File: src/rtl/core/adwd_pkg.sv
// Package for the ASCII date to weekday core: request types, status codes,
// character codes and the calendar helper functions. No dependencies.
package adwd_pkg;

  localparam logic [7:0] CH_NEWLINE = 8'h0A;
  localparam logic [7:0] CH_DASH    = 8'h2D;
  localparam logic [7:0] CH_ZERO    = 8'h30;
  localparam logic [7:0] CH_NINE    = 8'h39;

  localparam logic [13:0] ACC_MAX  = 14'd9999;
  localparam logic [13:0] YEAR_MIN = 14'd1901;
  localparam logic [13:0] YEAR_MAX = 14'd2099;

  localparam logic [1:0] FIELD_DAY   = 2'd0;
  localparam logic [1:0] FIELD_MONTH = 2'd1;
  localparam logic [1:0] FIELD_YEAR  = 2'd2;
  localparam logic [1:0] FIELD_DONE  = 2'd3;

  localparam logic [2:0] ST_VALID    = 3'd0;
  localparam logic [2:0] ST_BADCHAR  = 3'd1;
  localparam logic [2:0] ST_BADYEAR  = 3'd2;
  localparam logic [2:0] ST_BADMONTH = 3'd3;
  localparam logic [2:0] ST_BADDAY   = 3'd4;

  typedef struct packed {
    logic        bad_char;
    logic [13:0] year;
    logic [13:0] month;
    logic [13:0] day;
  } adwd_job_t;

  typedef struct packed {
    logic [2:0]  status;
    logic [16:0] base;
    logic [8:0]  moff;
  } adwd_part_t;

  function automatic logic [13:0] acc_digit(input logic [13:0] acc, input logic [3:0] digit);
    logic [17:0] v;
    v = 18'(acc) * 18'd10 + 18'(digit);
    return (v > 18'(ACC_MAX)) ? ACC_MAX : v[13:0];
  endfunction

  function automatic logic [8:0] days_before(input logic [3:0] m);
    logic [8:0] r;
    unique case (m)
      4'd1:    r = 9'd0;
      4'd2:    r = 9'd31;
      4'd3:    r = 9'd59;
      4'd4:    r = 9'd90;
      4'd5:    r = 9'd120;
      4'd6:    r = 9'd151;
      4'd7:    r = 9'd181;
      4'd8:    r = 9'd212;
      4'd9:    r = 9'd243;
      4'd10:   r = 9'd273;
      4'd11:   r = 9'd304;
      4'd12:   r = 9'd334;
      default: r = 9'd0;
    endcase
    return r;
  endfunction

  function automatic logic [4:0] month_len(input logic [3:0] m, input logic leap);
    logic [4:0] r;
    unique case (m)
      4'd2:                       r = leap ? 5'd29 : 5'd28;
      4'd4, 4'd6, 4'd9, 4'd11:    r = 5'd30;
      4'd1, 4'd3, 4'd5, 4'd7,
      4'd8, 4'd10, 4'd12:         r = 5'd31;
      default:                    r = 5'd0;
    endcase
    return r;
  endfunction

  // Eight is one modulo seven, so octal digits can be summed.
  function automatic logic [2:0] mod7(input logic [16:0] v);
    logic [5:0] s1;
    logic [3:0] s2;
    s1 = 6'(v[2:0]) + 6'(v[5:3]) + 6'(v[8:6]) + 6'(v[11:9]) + 6'(v[14:12])
       + 6'(v[16:15]);
    s2 = 4'(s1[2:0]) + 4'(s1[5:3]);
    return (s2 >= 4'd7) ? 3'(s2 - 4'd7) : s2[2:0];
  endfunction

endpackage

File: src/rtl/core/adwd_front.sv
// Front end: takes characters, accumulates the day, month and year fields
// and issues one request per newline or invalid character. Uses adwd_pkg.
module adwd_front import adwd_pkg::*; (
  input  logic       clk,
  input  logic       rst_n,
  input  logic       in_valid,
  output logic       in_stall,
  input  logic [7:0] in_char_code,
  input  logic       q_full,
  output logic       q_push,
  output adwd_job_t  q_job
);

  logic [13:0] day_r, day_nxt;
  logic [13:0] month_r, month_nxt;
  logic [13:0] year_r, year_nxt;
  logic [1:0]  field_r, field_nxt;
  logic        accept;
  logic        is_digit;
  logic        is_dash;
  logic [3:0]  digit;

  assign in_stall = q_full;
  assign accept   = in_valid && !q_full;
  assign is_digit = (in_char_code >= CH_ZERO) && (in_char_code <= CH_NINE);
  assign is_dash  = (in_char_code == CH_DASH);
  assign digit    = 4'(in_char_code - CH_ZERO);

  assign q_push        = accept && !is_digit && !is_dash;
  assign q_job.bad_char = (in_char_code != CH_NEWLINE);
  assign q_job.year    = year_r;
  assign q_job.month   = month_r;
  assign q_job.day     = day_r;

  always_comb begin
    day_nxt   = day_r;
    month_nxt = month_r;
    year_nxt  = year_r;
    field_nxt = field_r;
    if (accept) begin
      if (is_digit) begin
        unique case (field_r)
          FIELD_DAY:   day_nxt   = acc_digit(day_r, digit);
          FIELD_MONTH: month_nxt = acc_digit(month_r, digit);
          FIELD_YEAR:  year_nxt  = acc_digit(year_r, digit);
          default:     ;
        endcase
      end else if (is_dash) begin
        if (field_r != FIELD_DONE) begin
          field_nxt = field_r + 2'd1;
        end
      end else begin
        day_nxt   = '0;
        month_nxt = '0;
        year_nxt  = '0;
        field_nxt = FIELD_DAY;
      end
    end
  end

  always_ff @(posedge clk) begin
    if (!rst_n) begin
      day_r   <= '0;
      month_r <= '0;
      year_r  <= '0;
      field_r <= FIELD_DAY;
    end else begin
      day_r   <= day_nxt;
      month_r <= month_nxt;
      year_r  <= year_nxt;
      field_r <= field_nxt;
    end
  end

  a_acc_range: assert property (@(posedge clk) disable iff (!rst_n)
    (day_r <= ACC_MAX) && (month_r <= ACC_MAX) && (year_r <= ACC_MAX))
    else $error("field accumulator above saturation limit");
  a_clear_after_push: assert property (@(posedge clk) disable iff (!rst_n)
    q_push |=> (field_r == FIELD_DAY) && (day_r == '0) && (year_r == '0))
    else $error("state not cleared after request");
  a_push_not_full: assert property (@(posedge clk) disable iff (!rst_n)
    q_push |-> !q_full)
    else $error("request issued into a full queue");

endmodule

File: src/rtl/core/adwd_queue.sv
// Short request queue between the front and back ends.
// Uses adwd_pkg for the request type.
module adwd_queue import adwd_pkg::*; #(
  parameter int DEPTH = 4
) (
  input  logic      clk,
  input  logic      rst_n,
  input  logic      push,
  input  adwd_job_t push_job,
  input  logic      pop,
  output adwd_job_t head_job,
  output logic      full,
  output logic      not_empty
);

  localparam int PW = (DEPTH > 1) ? $clog2(DEPTH) : 1;
  localparam int CW = $clog2(DEPTH + 1);

  adwd_job_t       slot_r [DEPTH];
  logic [PW-1:0]   wr_ptr_r, wr_ptr_nxt;
  logic [PW-1:0]   rd_ptr_r, rd_ptr_nxt;
  logic [CW-1:0]   count_r, count_nxt;

  assign full      = (count_r == CW'(DEPTH));
  assign not_empty = (count_r != '0);
  assign head_job  = slot_r[rd_ptr_r];

  always_comb begin
    wr_ptr_nxt = wr_ptr_r;
    rd_ptr_nxt = rd_ptr_r;
    count_nxt  = count_r;
    if (push) begin
      wr_ptr_nxt = (wr_ptr_r == PW'(DEPTH - 1)) ? '0 : wr_ptr_r + PW'(1);
    end
    if (pop) begin
      rd_ptr_nxt = (rd_ptr_r == PW'(DEPTH - 1)) ? '0 : rd_ptr_r + PW'(1);
    end
    if (push && !pop) begin
      count_nxt = count_r + CW'(1);
    end else if (pop && !push) begin
      count_nxt = count_r - CW'(1);
    end
  end

  always_ff @(posedge clk) begin
    if (push) begin
      slot_r[wr_ptr_r] <= push_job;
    end
  end

  always_ff @(posedge clk) begin
    if (!rst_n) begin
      wr_ptr_r <= '0;
      rd_ptr_r <= '0;
      count_r  <= '0;
    end else begin
      wr_ptr_r <= wr_ptr_nxt;
      rd_ptr_r <= rd_ptr_nxt;
      count_r  <= count_nxt;
    end
  end

  a_no_underflow: assert property (@(posedge clk) disable iff (!rst_n)
    pop |-> not_empty)
    else $error("queue popped while empty");
  a_count_range: assert property (@(posedge clk) disable iff (!rst_n)
    count_r <= CW'(DEPTH))
    else $error("queue count beyond depth");
  a_count_step: assert property (@(posedge clk) disable iff (!rst_n)
    (push && !pop) |=> (count_r == $past(count_r) + CW'(1)))
    else $error("queue count did not follow a lone push");

endmodule

File: src/rtl/core/adwd_back.sv
// Back end: checks each queued date and computes the day count and weekday
// in two registered stages. Uses adwd_pkg for types and calendar functions.
module adwd_back import adwd_pkg::*; (
  input  logic        clk,
  input  logic        rst_n,
  input  logic        q_not_empty,
  input  adwd_job_t   q_head,
  output logic        q_pop,
  output logic        out_valid,
  input  logic        out_stall,
  output logic [2:0]  out_status,
  output logic [2:0]  out_weekday,
  output logic [16:0] out_day_count
);

  logic        s1_valid_r;
  adwd_part_t  s1_r;
  adwd_part_t  s1_nxt;
  logic        out_valid_r;
  logic [2:0]  status_r;
  logic [2:0]  weekday_r;
  logic [16:0] count_r;
  logic        out_take;
  logic        s1_take;
  logic        year_ok;
  logic        month_ok;
  logic        day_ok;
  logic        leap;
  logic [3:0]  m4;
  logic [13:0] ydiff;
  logic [7:0]  yoff;
  logic [16:0] count_sum;

  assign out_take = !out_valid_r || !out_stall;
  assign s1_take  = !s1_valid_r || out_take;
  assign q_pop    = q_not_empty && s1_take;

  always_comb begin
    year_ok  = (q_head.year >= YEAR_MIN) && (q_head.year <= YEAR_MAX);
    month_ok = (q_head.month >= 14'd1) && (q_head.month <= 14'd12);
    leap     = (q_head.year[1:0] == 2'd0);
    m4       = q_head.month[3:0];
    day_ok   = (q_head.day != '0) && (q_head.day <= 14'(month_len(m4, leap)));
    ydiff    = q_head.year - YEAR_MIN;
    yoff     = ydiff[7:0];
    s1_nxt.base = '0;
    s1_nxt.moff = '0;
    if (q_head.bad_char) begin
      s1_nxt.status = ST_BADCHAR;
    end else if (!year_ok) begin
      s1_nxt.status = ST_BADYEAR;
    end else if (!month_ok) begin
      s1_nxt.status = ST_BADMONTH;
    end else if (!day_ok) begin
      s1_nxt.status = ST_BADDAY;
    end else begin
      s1_nxt.status = ST_VALID;
      s1_nxt.base   = 17'(yoff) * 17'd365 + 17'(yoff[7:2]);
      s1_nxt.moff   = days_before(m4) + 9'((leap && (m4 > 4'd2)) ? 1 : 0)
                    + 9'(q_head.day[4:0] - 5'd1);
    end
  end

  assign count_sum = s1_r.base + 17'(s1_r.moff);

  always_ff @(posedge clk) begin
    if (q_pop) begin
      s1_r <= s1_nxt;
    end
    if (s1_valid_r && out_take) begin
      status_r  <= s1_r.status;
      weekday_r <= mod7(count_sum);
      count_r   <= count_sum;
    end
  end

  always_ff @(posedge clk) begin
    if (!rst_n) begin
      s1_valid_r  <= 1'b0;
      out_valid_r <= 1'b0;
    end else begin
      if (s1_take) begin
        s1_valid_r <= q_pop;
      end
      if (out_take) begin
        out_valid_r <= s1_valid_r;
      end
    end
  end

  assign out_valid     = out_valid_r;
  assign out_status    = status_r;
  assign out_weekday   = weekday_r;
  assign out_day_count = count_r;

  a_invalid_zero: assert property (@(posedge clk) disable iff (!rst_n)
    (out_valid_r && (status_r != ST_VALID)) |-> (weekday_r == '0) && (count_r == '0))
    else $error("non-valid result carries a nonzero count or weekday");
  a_status_range: assert property (@(posedge clk) disable iff (!rst_n)
    out_valid_r |-> (status_r <= ST_BADDAY) && (weekday_r <= 3'd6))
    else $error("result code out of range");
  a_count_range: assert property (@(posedge clk) disable iff (!rst_n)
    out_valid_r |-> (count_r <= 17'd73048))
    else $error("day count beyond the supported range");

endmodule

File: src/rtl/core/ascii_date_to_weekday_core.sv
// Top level of the ASCII date to weekday core: front end, request queue and
// back end. Depends on adwd_pkg, adwd_front, adwd_queue and adwd_back.
//
// The core takes one character per cycle on the in_ channel while in_stall is
// low and produces one result per newline or invalid character on the out_
// channel. A date is written day-month-year with dashes between the fields; a
// newline closes it. Requests pass through the queue, stage one and the output
// register; results can leave one per cycle while out_stall is low. Characters
// that cause no result are always taken while the request queue between front
// and back end (QUEUE_DEPTH entries) has room; when out_stall holds off the
// results, the queue fills and in_stall rises. Status 0 is a valid date with
// day_count counted from 1 January 1901 and weekday 0 meaning Tuesday.
module ascii_date_to_weekday_core import adwd_pkg::*; #(
  parameter int QUEUE_DEPTH = 4
) (
  input  logic        clk,
  input  logic        rst_n,
  input  logic        in_valid,
  output logic        in_stall,
  input  logic [7:0]  in_char_code,
  output logic        out_valid,
  input  logic        out_stall,
  output logic [2:0]  out_status,
  output logic [2:0]  out_weekday,
  output logic [16:0] out_day_count
);

  logic      q_full;
  logic      q_not_empty;
  logic      q_push;
  logic      q_pop;
  adwd_job_t push_job;
  adwd_job_t head_job;

  adwd_front u_front (
    .clk          (clk),
    .rst_n        (rst_n),
    .in_valid     (in_valid),
    .in_stall     (in_stall),
    .in_char_code (in_char_code),
    .q_full       (q_full),
    .q_push       (q_push),
    .q_job        (push_job)
  );

  adwd_queue #(
    .DEPTH (QUEUE_DEPTH)
  ) u_queue (
    .clk       (clk),
    .rst_n     (rst_n),
    .push      (q_push),
    .push_job  (push_job),
    .pop       (q_pop),
    .head_job  (head_job),
    .full      (q_full),
    .not_empty (q_not_empty)
  );

  adwd_back u_back (
    .clk           (clk),
    .rst_n         (rst_n),
    .q_not_empty   (q_not_empty),
    .q_head        (head_job),
    .q_pop         (q_pop),
    .out_valid     (out_valid),
    .out_stall     (out_stall),
    .out_status    (out_status),
    .out_weekday   (out_weekday),
    .out_day_count (out_day_count)
  );

endmodule

File: config.mk
export PLATFORM = sky130hd
export DESIGN_NAME = ascii_date_to_weekday_core
export DESIGN_NICKNAME = d
export VERILOG_FILES = /design/src/rtl/core/adwd_pkg.sv /design/src/rtl/core/adwd_front.sv /design/src/rtl/core/adwd_queue.sv /design/src/rtl/core/adwd_back.sv /design/src/rtl/core/ascii_date_to_weekday_core.sv
export SDC_FILE = /design/constraint.sdc
export NUM_CORES = 1
export LEC_CHECK = 0
export BUFFER_PORTS_ARGS = -buffer_cell sky130_fd_sc_hd__buf_4
export CORE_AREA = 3 3 177 179
export CTS_BUF_LIST = sky130_fd_sc_hd__clkbuf_2
export DETAILED_ROUTE_END_ITERATION = 8
export DIE_AREA = 0 0 180 182
export GPL_TIMING_DRIVEN = 0
export MAX_ROUTING_LAYER = met4
export PLACE_DENSITY = 0.81
export SLEW_MARGIN = 30
export SYNTH_ARGS = -nofsm -noshare
export SYNTH_HDL_FRONTEND = slang
export SYNTH_SLANG_ARGS = --single-unit
File: constraint.sdc
create_clock -name clk -period 6.3 [get_ports clk]
set_clock_uncertainty 0.15 [all_clocks]
set_input_delay 1.26 -clock clk [delete_from_list [all_inputs] [get_ports clk]]
set_output_delay 1.26 -clock clk [all_outputs]
set_load 0.1 [all_outputs]
==> impl_metrics.csv, run 1 <==
group,metric,value,unit
floorplanning,dieArea,32800,um2
worst_setup_path,r2r_slack,0.23,ns
finish,multi_input_area,8990,um2
cts,clockRootBuffer,"clkbuf_2",
cts,clk_pin_slew_worst_paths,0.11,ns
hold_path,worstHoldPathCells,0,
finish,nFillCells,2203,
global_routing,grt_usage,21.4,%
cts,cts_buffers,68,
placed_design,placed_cells,1937,
cts,cts_hold_buf,0,
worst_setup_path,r2r_cells,23,
synthesis,synth_fa_ha_area_share,18.2,%
global_routing,grt_overflow,0,
global_routing,first_global_vias,12200,
routing,wl_per_cell,16.5,um
routing,via_count,11900,
global_routing,antenna_found_initial,1,
placed_design,dp_worst_setup_slack,-0.919,ns
synthesis,synth_top_family_by_area,"adder cells",
worst_setup_path,worstPathArrival,6.54,ns
routing,detail-route-antenna-nets,0,
worst_setup_path,worst_setup_path_end_kind,"register",
synthesis,ys_ff_latch,279,
timing,finalSetupViolations,0,
hold_path,hold_path_end,"u_back.out_status[0]",
floorplanning,initial_core_util,58.3,%
synthesis,synth_ff_type,"edfxtp_1",
timing,rsz0062_at_grt,"yes",
synthesis,async_reset_ff_share,0,%
finish,register_area,7830,um2
placed_design,globalplace.congestion,0.898,
timing,timing.final.crit_share,96.4,%
synthesis,synthXorXnorAreaFrac,4.75,%
finish,layout_commonest_cell,"edfxtp_1",
synthesis,synth-compound-area-share,11.9,%
routing,highest_layer,"met4",
finish,layout_common_cells,"edfxtp_1 (224), ha_1 (182), inv_1 (131)",
finish,final_net_count,1865,
synthesis,synthCells,1509,
routing,dr.pass1.iters,6,
timing,fin_ws,0.229,ns
floorplanning,rows,63,
routing,wl_met2,17300,um
cts,clk_path_buf_depth,3,
floorplanning,die_y,182,um
routing,vias_per_cell,5.74,
run,cap_viol_max_count,0,
cts,htree_num_levels,3,
synthesis,seq_area_frac_synth,45.2,%
routing,routed_wl,34100,um
placed_design,dp_hpwl,25600,um
floorplanning,core_area,29700,um2
placed_design,port_buffers,36,
timing,layout_min_cycle_time,6.07,ns
synthesis,synth_cell_type_count,95,
finish,fin_cells,2070,
synthesis,muxShareOfSynthArea,3.36,%
worst_setup_path,r2r-end,"u_back.s1_r[25]",
worst_setup_path,required,6.76,ns
finish,drive_gt1_share,15.2,%
synthesis,ys_warn_count,0,
cts,insertion_delay,0.80,ns
hold_path,hp-class,"register to register",
timing,slew_headroom,48.4,%
hold_path,min_from,"u_back.s1_r[26]",
synthesis,synth-edff-count,224,
finish,syn_to_final_growth,9.73,%
floorplanning,io_pins,37,
status,status,"completed",
routing,met3WireLength,1690,um
routing,drt-initial-drc-count,708,
worst_setup_path,path_class,"register to register",
synthesis,syn-cell-area,17300,um2
cts,cts_tree,"done",
routing,met1_length,14600,um
worst_setup_path,path_max_fanout,10,
timing,fmax,165,MHz
synthesis,yosys.area_share.simple,12.9,%
synthesis,synth_area_per_cell,11.5,um2
global_routing,grt_pass1_wl,56900,um
global_routing,grt_max_degree,44,
timing,drv_slew,0,
floorplanning,die-width,180,um
routing,drc_errors,0,
synthesis,syn-num-nets,1747,
timing,worst_pin_slew,0.769,ns
cts,cts_num_sinks,279,
timing,hold_viol_final,0,
worst_setup_path,critPathLaunchType,"register",
## registers in the layout, summed over array words and instances (netlist names), 3 cells and up, named ones only
signal                cells
u_back.out_day_count     17
u_back.out_status         3
u_back.out_weekday        3
u_back.s1_r              29
u_front.day_r            14
u_front.month_r          14
u_front.year_r           14
u_queue.count_r           3
u_queue.slot_r          172
## worst max path at each step
stage | startpoint | end | slack [ns] | depth (start not counted)
after floorplan | register | u_back.s1_r[25] | 0.09 | 24
after global placement | register | u_back.s1_r[25] | -0.84 | 24
after detailed placement | register | u_back.s1_r[25] | -0.92 | 24
after CTS | register | u_back.s1_r[25] | -0.006 | 24
after global routing | u_back.s1_r[9] | u_back.out_weekday[1] | -0.06 | 28
final | register | u_back.s1_r[25] | 0.23 | 23
## cells in the mapped netlist (all sizes together) (5+ instances only)
master   count  area, um2
nand2       72        273
nor4b        8       82.6
a2111oi      5       82.6
fa          43        861
nor4        18        113
o21ai       62        310
or3          7       43.8
nor2b       24        150
and2        14       87.6
nor3        37        211
xor2        39        342
a211oi      18        158
a21oi       70        350
edfxtp     224       6730
or2          7       46.3
buf         12       77.6
o21bai       9       71.3
xnor2       55        482
o21a        11       82.6
a22o         7       61.3
a21boi       9       67.6
nand4        8       56.3
nand3b       5       37.5
o31ai        8       60.1
a32o         7       70.1
a21o        17        128
mux4        21        473
ha         183       2290
a31oi       20        131
a311oi       9       78.8
nor2       116        445
inv        134        503
and3        25        161
dfxtp       55       1100
mux2i        6       60.1
clkbuf      16       60.1
nand2b      25        156
nand3       32        173
## what timing repair did
item                       CTS  global route
buffers inserted             1            10
resized for setup           15            18
pin swaps                    1            10
setup endpoints to repair   11            21
## critical path: stages, from the launching register on
cell        delay (ns)
dfxtp_1           0.35
buf_8             0.17
buf_12            0.12
mux4_2            0.53
clkinvlp_4        0.14
nand2_1           0.10
a31oi_1           0.28
nor2_1            0.13
xnor2_2           0.19
ha_1              0.36
inv_1             0.08
fa_1              0.54
inv_1             0.06
fa_1              0.53
inv_1             0.05
fa_1              0.53
inv_1             0.04
ha_1              0.36
a31o_2            0.26
a41oi_2           0.22
a211oi_1          0.14
o21a_1            0.20
o21a_1            0.18
nor3_1            0.18
## metal layers
metal,GRT usage [%],up-vias
li1,-,5845
met1,26.3,5697
met2,36.8,298
met3,3.08,51
met4,6.93,0
met5,-,-
## cell families after synthesis
logic type / Yosys count
simple gates: 420
compound gates: 297
flops: 279
fa+ha+maj: 226
buf+inv: 162
xor+xnor: 94
mux: 31
## per-stage QoR
stage | util, % | setup TNS [ns] | hold WS [ns] | cell area, um2
final | 64.0 | 0 | 0.301 | 19000
after global routing | 64.0 | -0.108 | 0.300 | 19000
after CTS | 63.5 | -0.00595 | 0.293 | 18900
after detailed placement | 61.1 | -4.71 | 0.261 | 18200
after global placement | 60.9 | -4.18 | 0.256 | 18100
after floorplan | - | 0 | 0.250 | 17300
## area by class of cell
cell class,instances,share of cell area (%)
buffer,27,0.816
multi-input combinational,1068,47.3
tap,390,2.57
inverter,134,2.66
timing repair buffer,49,2.01
clock inverter,22,0.868
sequential,279,41.2
clock buffer,100,2.63
antenna,1,0.0132
Power of run 1 is left out: the tool's default activity adds up to more than one toggle a clock period on the data nets, which glitch-free logic cannot reach.
==> run 2: changes to the inputs <==
CTS_BUF_LIST = default   (was sky130_fd_sc_hd__clkbuf_2)
PLACE_DENSITY = 0.78   (was 0.81)
clock period = 5.7 ns   (was 6.3 ns; I/O delays follow)
==> impl_metrics.csv, run 2 (synthesis gave the netlist of run 1 again) <==
group,metric,value,unit
status,status,"complete, but fails checks",
status,violations,"negative setup slack",
worst_setup_path,cp_slowest_cell,"fa_1",
global_routing,grt_overflow,0,
timing,hold_viol_final,0,
worst_setup_path,worst_setup_path_end_kind,"register",
timing,fin_ws,-0.195,ns
floorplanning,die_y,182,um
cts,cts_buffers,27,
finish,top_register,"u_queue.slot_r",
cts,htree_num_levels,1,
worst_setup_path,path_max_fanout,3,
floorplanning,dieArea,32800,um2
run,cap_viol_max_count,0,
finish,largest_reg_flops,172,
routing,detail-route-antenna-nets,0,
finish,diodes,0,
routing,drc_errors,0,
global_routing,first_global_vias,12000,
global_routing,grt_usage,21.8,%
routing,wl_per_cell,17.6,um
finish,drive_gt1_share,18.9,%
placed_design,globalplace.congestion,0.877,
routing,drt-initial-drc-count,794,
routing,via_count,12000,
global_routing,antenna_found_initial,0,
floorplanning,die-width,180,um
finish,syn_to_final_growth,16.5,%
cts,cts_tree,"done",
worst_setup_path,worstPathArrival,6.11,ns
worst_setup_path,r2r_cells,32,
hold_path,hp-class,"register to register",
cts,clk_pin_slew_worst_paths,0.06,ns
routing,dr.pass1.iters,5,
worst_setup_path,r2r-end,"u_back.out_weekday[1]",
timing,finalSetupViolations,3,
cts,clk_path_buf_depth,3,
finish,layout_commonest_cell,"edfxtp_1",
finish,layout_common_cells,"edfxtp_1 (224), ha_1 (166), inv_1 (120)",
floorplanning,core_area,29700,um2
timing,worst_pin_slew,0.659,ns
worst_setup_path,critPathMaxStageDelay,0.55,ns
timing,rsz0062_at_grt,"yes",
timing,timing.final.crit_share,103,%
worst_setup_path,critPathTopFamily,"adder cells",
worst_setup_path,cp_num_buf_inv,9,
global_routing,grt_max_degree,44,
placed_design,placed_area,18300,um2
worst_setup_path,critPathLaunchType,"register",
placed_design,dp_hpwl,24900,um
floorplanning,rows,63,
finish,nFillCells,2019,
finish,post-route-cell-area,20200,um2
worst_setup_path,required,5.91,ns
hold_path,min_from,"u_back.s1_r[27]",
timing,fmax,170,MHz
global_routing,grt_pass1_wl,57800,um
floorplanning,initial_core_util,58.3,%
timing,drv_slew,0,
worst_setup_path,path_class,"register to register",
timing,layout_min_cycle_time,5.90,ns
worst_setup_path,r2r_slack,-0.20,ns
hold_path,worstHoldPathCells,0,
floorplanning,io_pins,37,
worst_setup_path,r2r_start,"u_back.s1_r[0]",
cts,cts_num_sinks,279,
routing,vias_per_cell,5.87,
timing,slew_headroom,55.6,%
placed_design,port_buffers,36,
routing,routed_wl,36000,um
timing,fin_setup_tns,-0.416,ns
worst_setup_path,timing.critical_path.mode_cell,"buf_4",
hold_path,hold_path_end,"u_back.out_status[1]",
timing,whs,0.271,ns
cts,clockRootBuffer,"clkbuf_16",
cts,insertion_delay,0.53,ns
finish,final_net_count,1871,
-- run 2: timing repair --
action | CTS | global route
gates resized for setup | 49 | 71
gates cloned | 0 | 0
hold buffers | 0 | 0
pin swaps | 36 | 46
setup buffers | 40 | 20
endpoints found under the setup margin | 30 | 25
-- run 2: worst max-delay path by stage --
stage | start | endpoint | slack, ns | depth (start not counted)
4_1_cts | register | u_back.s1_r[25] | -0.04 | 23
3_3_place_gp | register | u_back.s1_r[23] | -0.67 | 21
5_1_grt | u_back.s1_r[10] | u_back.out_weekday[1] | -0.45 | 32
2_1_floorplan | register | u_back.s1_r[25] | 0.004 | 24
6_report | u_back.s1_r[0] | u_back.out_weekday[1] | -0.20 | 32
3_5_place_dp | register | u_back.s1_r[25] | -0.74 | 26
-- run 2: layout make-up --
class / count / area (um2) / share of cell area (%)
Inverter: 134 / 505 / 2.50
Clock inverter: 17 / 220 / 1.09
Buffer: 25 / 158 / 0.781
Multi-Input combinational cell: 1068 / 9420 / 46.7
Sequential cell: 279 / 7840 / 38.8
Tap cell: 390 / 488 / 2.42
Timing Repair Buffer: 98 / 766 / 3.79
Clock buffer: 33 / 793 / 3.93
-- run 2: metrics by stage --
| stage | util (%) | instances | setup slack [ns] |
|---|---|---|---|
| after detailed placement | 61.4 | 1937 | -0.744 |
| after global routing | 67.9 | 2044 | -0.450 |
| after CTS | 66.3 | 2026 | -0.0363 |
| final | 67.9 | 2044 | -0.195 |
| after floorplan | - | 1509 | 0.00392 |
| after global placement | 61.2 | 1935 | -0.670 |
-- run 2: metal layers --
layer,part of all wire [%],up-vias,global-route usage (%)
met4,2.8,0,6.37
met3,4.4,82,2.74
met2,51,287,38.2
met5,0,-,-
li1,-,5812,-
met1,42,5808,26.6
Power of run 2 is left out for the same reason.
==> run 3: changes to the inputs <==
CTS_BUF_LIST = sky130_fd_sc_hd__clkbuf_4   (was default)
clock period = 6.89 ns   (was 5.7 ns; I/O delays follow)
==> impl_metrics.csv, run 3 (synthesis gave the netlist of run 1 again) <==
group,metric,value,unit
worst_setup_path,r2r_slack,0.45,ns
timing,drv_slew,0,
timing,fin_ws,0.451,ns
floorplanning,rows,63,
floorplanning,die-width,180,um
cts,cts_hold_buf,0,
cts,cts_tree,"done",
placed_design,dp_worst_setup_slack,-0.315,ns
routing,routed_wl,33300,um
worst_setup_path,path_class,"register to register",
routing,via_count,11800,
global_routing,grt_overflow,0,
finish,drive_gt1_share,13.8,%
worst_setup_path,cp_num_buf_inv,7,
global_routing,grt_max_degree,44,
worst_setup_path,worstPathArrival,6.79,ns
cts,htree_num_levels,3,
timing,slew_headroom,51.9,%
run,cap_viol_max_count,0,
worst_setup_path,critPathTopFamily,"adder cells",
cts,cts_num_sinks,279,
cts,insertion_delay,0.66,ns
cts,clk_pin_slew_worst_paths,0.07,ns
worst_setup_path,required,7.24,ns
placed_design,port_buffers,36,
floorplanning,die_y,182,um
status,status,"completed",
placed_design,globalplace.congestion,0.889,
timing,timing.final.crit_share,93.4,%
placed_design,placed_cells,1937,
floorplanning,dieArea,32800,um2
global_routing,grt_pass1_wl,56100,um
worst_setup_path,r2r-end,"u_back.s1_r[25]",
timing,layout_min_cycle_time,6.44,ns
hold_path,hp-class,"register to register",
worst_setup_path,critPathMaxStageDelay,0.59,ns
worst_setup_path,crit_chain,"buf_6, buf_8, mux4_2, clkinvlp_4, ha_2, nor2_1, xnor2_1, ha_1, inv_1, fa_1, inv_1, ha_1, inv_1, fa_1, inv_1, ha_1, a21o_1, a21oi_1, o21ai_0, a41oi_2, a211oi_1, o21a_1, o21a_1, nor3_2",
routing,wl_per_cell,16.2,um
finish,fin_cells,2060,
global_routing,grt_usage,21.2,%
worst_setup_path,cp.depth,24,
worst_setup_path,critPathLaunchType,"register",
finish,layout_common_cells,"edfxtp_1 (224), ha_1 (182), inv_1 (133)",
finish,largest_reg_flops,172,
floorplanning,io_pins,37,
worst_setup_path,r2r_cells,24,
worst_setup_path,cp_slowest_cell,"mux4_2",
timing,worst_pin_slew,0.716,ns
finish,final_net_count,1854,
routing,drt-initial-drc-count,579,
finish,top_register,"u_queue.slot_r",
placed_design,dp_hpwl,25100,um
timing,fmax,155,MHz
worst_setup_path,crit_end,"u_back.s1_r[25]",
floorplanning,initial_core_util,58.3,%
cts,clockRootBuffer,"clkbuf_4",
routing,detail-route-antenna-nets,0,
cts,cts_buffers,67,
global_routing,first_global_vias,11900,
finish,layout_commonest_cell,"edfxtp_1",
timing,hold_viol_final,0,
worst_setup_path,path_max_fanout,19,
finish,syn_to_final_growth,10.0,%
routing,dr.pass1.iters,5,
cts,clk_path_buf_depth,3,
routing,drc_errors,0,
floorplanning,core_area,29700,um2
worst_setup_path,timing.critical_path.mode_cell,"inv_1",
routing,vias_per_cell,5.72,
global_routing,antenna_found_initial,1,
worst_setup_path,worst_setup_path_end_kind,"register",
timing,finalSetupViolations,0,
==> run 3: cell types whose count changed in the layout (fill, tap and decap cells not counted), sizes merged <==
cell / previous run / this run
bufinv: 5 / 1
clkinv: 8 / 16
inv: 138 / 136
clkbuf: 49 / 118
diode: 0 / 1
clkinvlp: 0 / 2
buf: 107 / 49
==> run 3: worst min path at each step <==
stage / startpoint / endpoint / slack, ns / cells past startpoint
6_report: u_back.s1_r[26] / u_back.out_status[0] / 0.28 / 0
4_1_cts: u_back.s1_r[26] / u_back.out_status[0] / 0.28 / 0
5_1_grt: u_back.s1_r[26] / u_back.out_status[0] / 0.30 / 0
2_1_floorplan: u_back.s1_r[26] / u_back.out_status[0] / 0.25 / 0
3_3_place_gp: u_back.s1_r[26] / u_back.out_status[0] / 0.26 / 0
3_5_place_dp: u_back.s1_r[26] / u_back.out_status[0] / 0.26 / 0
==> run 3: metal layers <==
metal / up-vias / routed length [um] / track usage [%]
met3: 59 / 1670 / 3.31
met5: - / 0 / -
met4: 0 / 571 / 6.71
met1: 5628 / 14500 / 26.1
met2: 270 / 16600 / 36.1
li1: 5836 / - / -
==> run 3: through the flow <==
stage | hold WS (ns) | instance area (um2) | utilization, % | TNS [ns]
finish | 0.276 | 19100 | 64.2 | 0
global route | 0.296 | 19100 | 64.2 | -0.000911
CTS | 0.276 | 19000 | 64.0 | 0
detailed placement | 0.260 | 18200 | 61.1 | -0.315
global placement | 0.256 | 18100 | 60.9 | -0.244
floorplan | 0.250 | 17300 | - | 0
==> run 3: worst register-to-register path: stages (launching register included) <==
cell        delay [ns]
dfxtp_1           0.32
buf_6             0.18
buf_8             0.23
mux4_2            0.59
clkinvlp_4        0.17
ha_2              0.30
nor2_1            0.10
xnor2_1           0.50
ha_1              0.34
inv_1             0.09
fa_1              0.54
inv_1             0.05
ha_1              0.27
inv_1             0.05
fa_1              0.53
inv_1             0.04
ha_1              0.31
a21o_1            0.19
a21oi_1           0.21
o21ai_0           0.19
a41oi_2           0.29
a211oi_1          0.14
o21a_1            0.20
o21a_1            0.18
nor3_2            0.17
==> run 3: final cells by class <==
class / count / area (um2)
clock inverter: 21 / 113
antenna: 1 / 2.50
sequential: 279 / 7830
multi-input combinational: 1068 / 8920
tap: 390 / 488
timing repair buffer: 39 / 308
fill: 2249 / 10700
clock buffer: 101 / 758
buffer: 27 / 141
inverter: 134 / 507
==> run 3: timing repair <==
item | 4_1_cts | 5_1_grt
pin swaps | 0 | 1
gates resized for setup | 2 | 7
endpoints found under the setup margin | 1 | 5
endpoints found under the hold margin | 0 | 0
buffers inserted | 0 | 1
Power of run 3 is left out for the same reason.
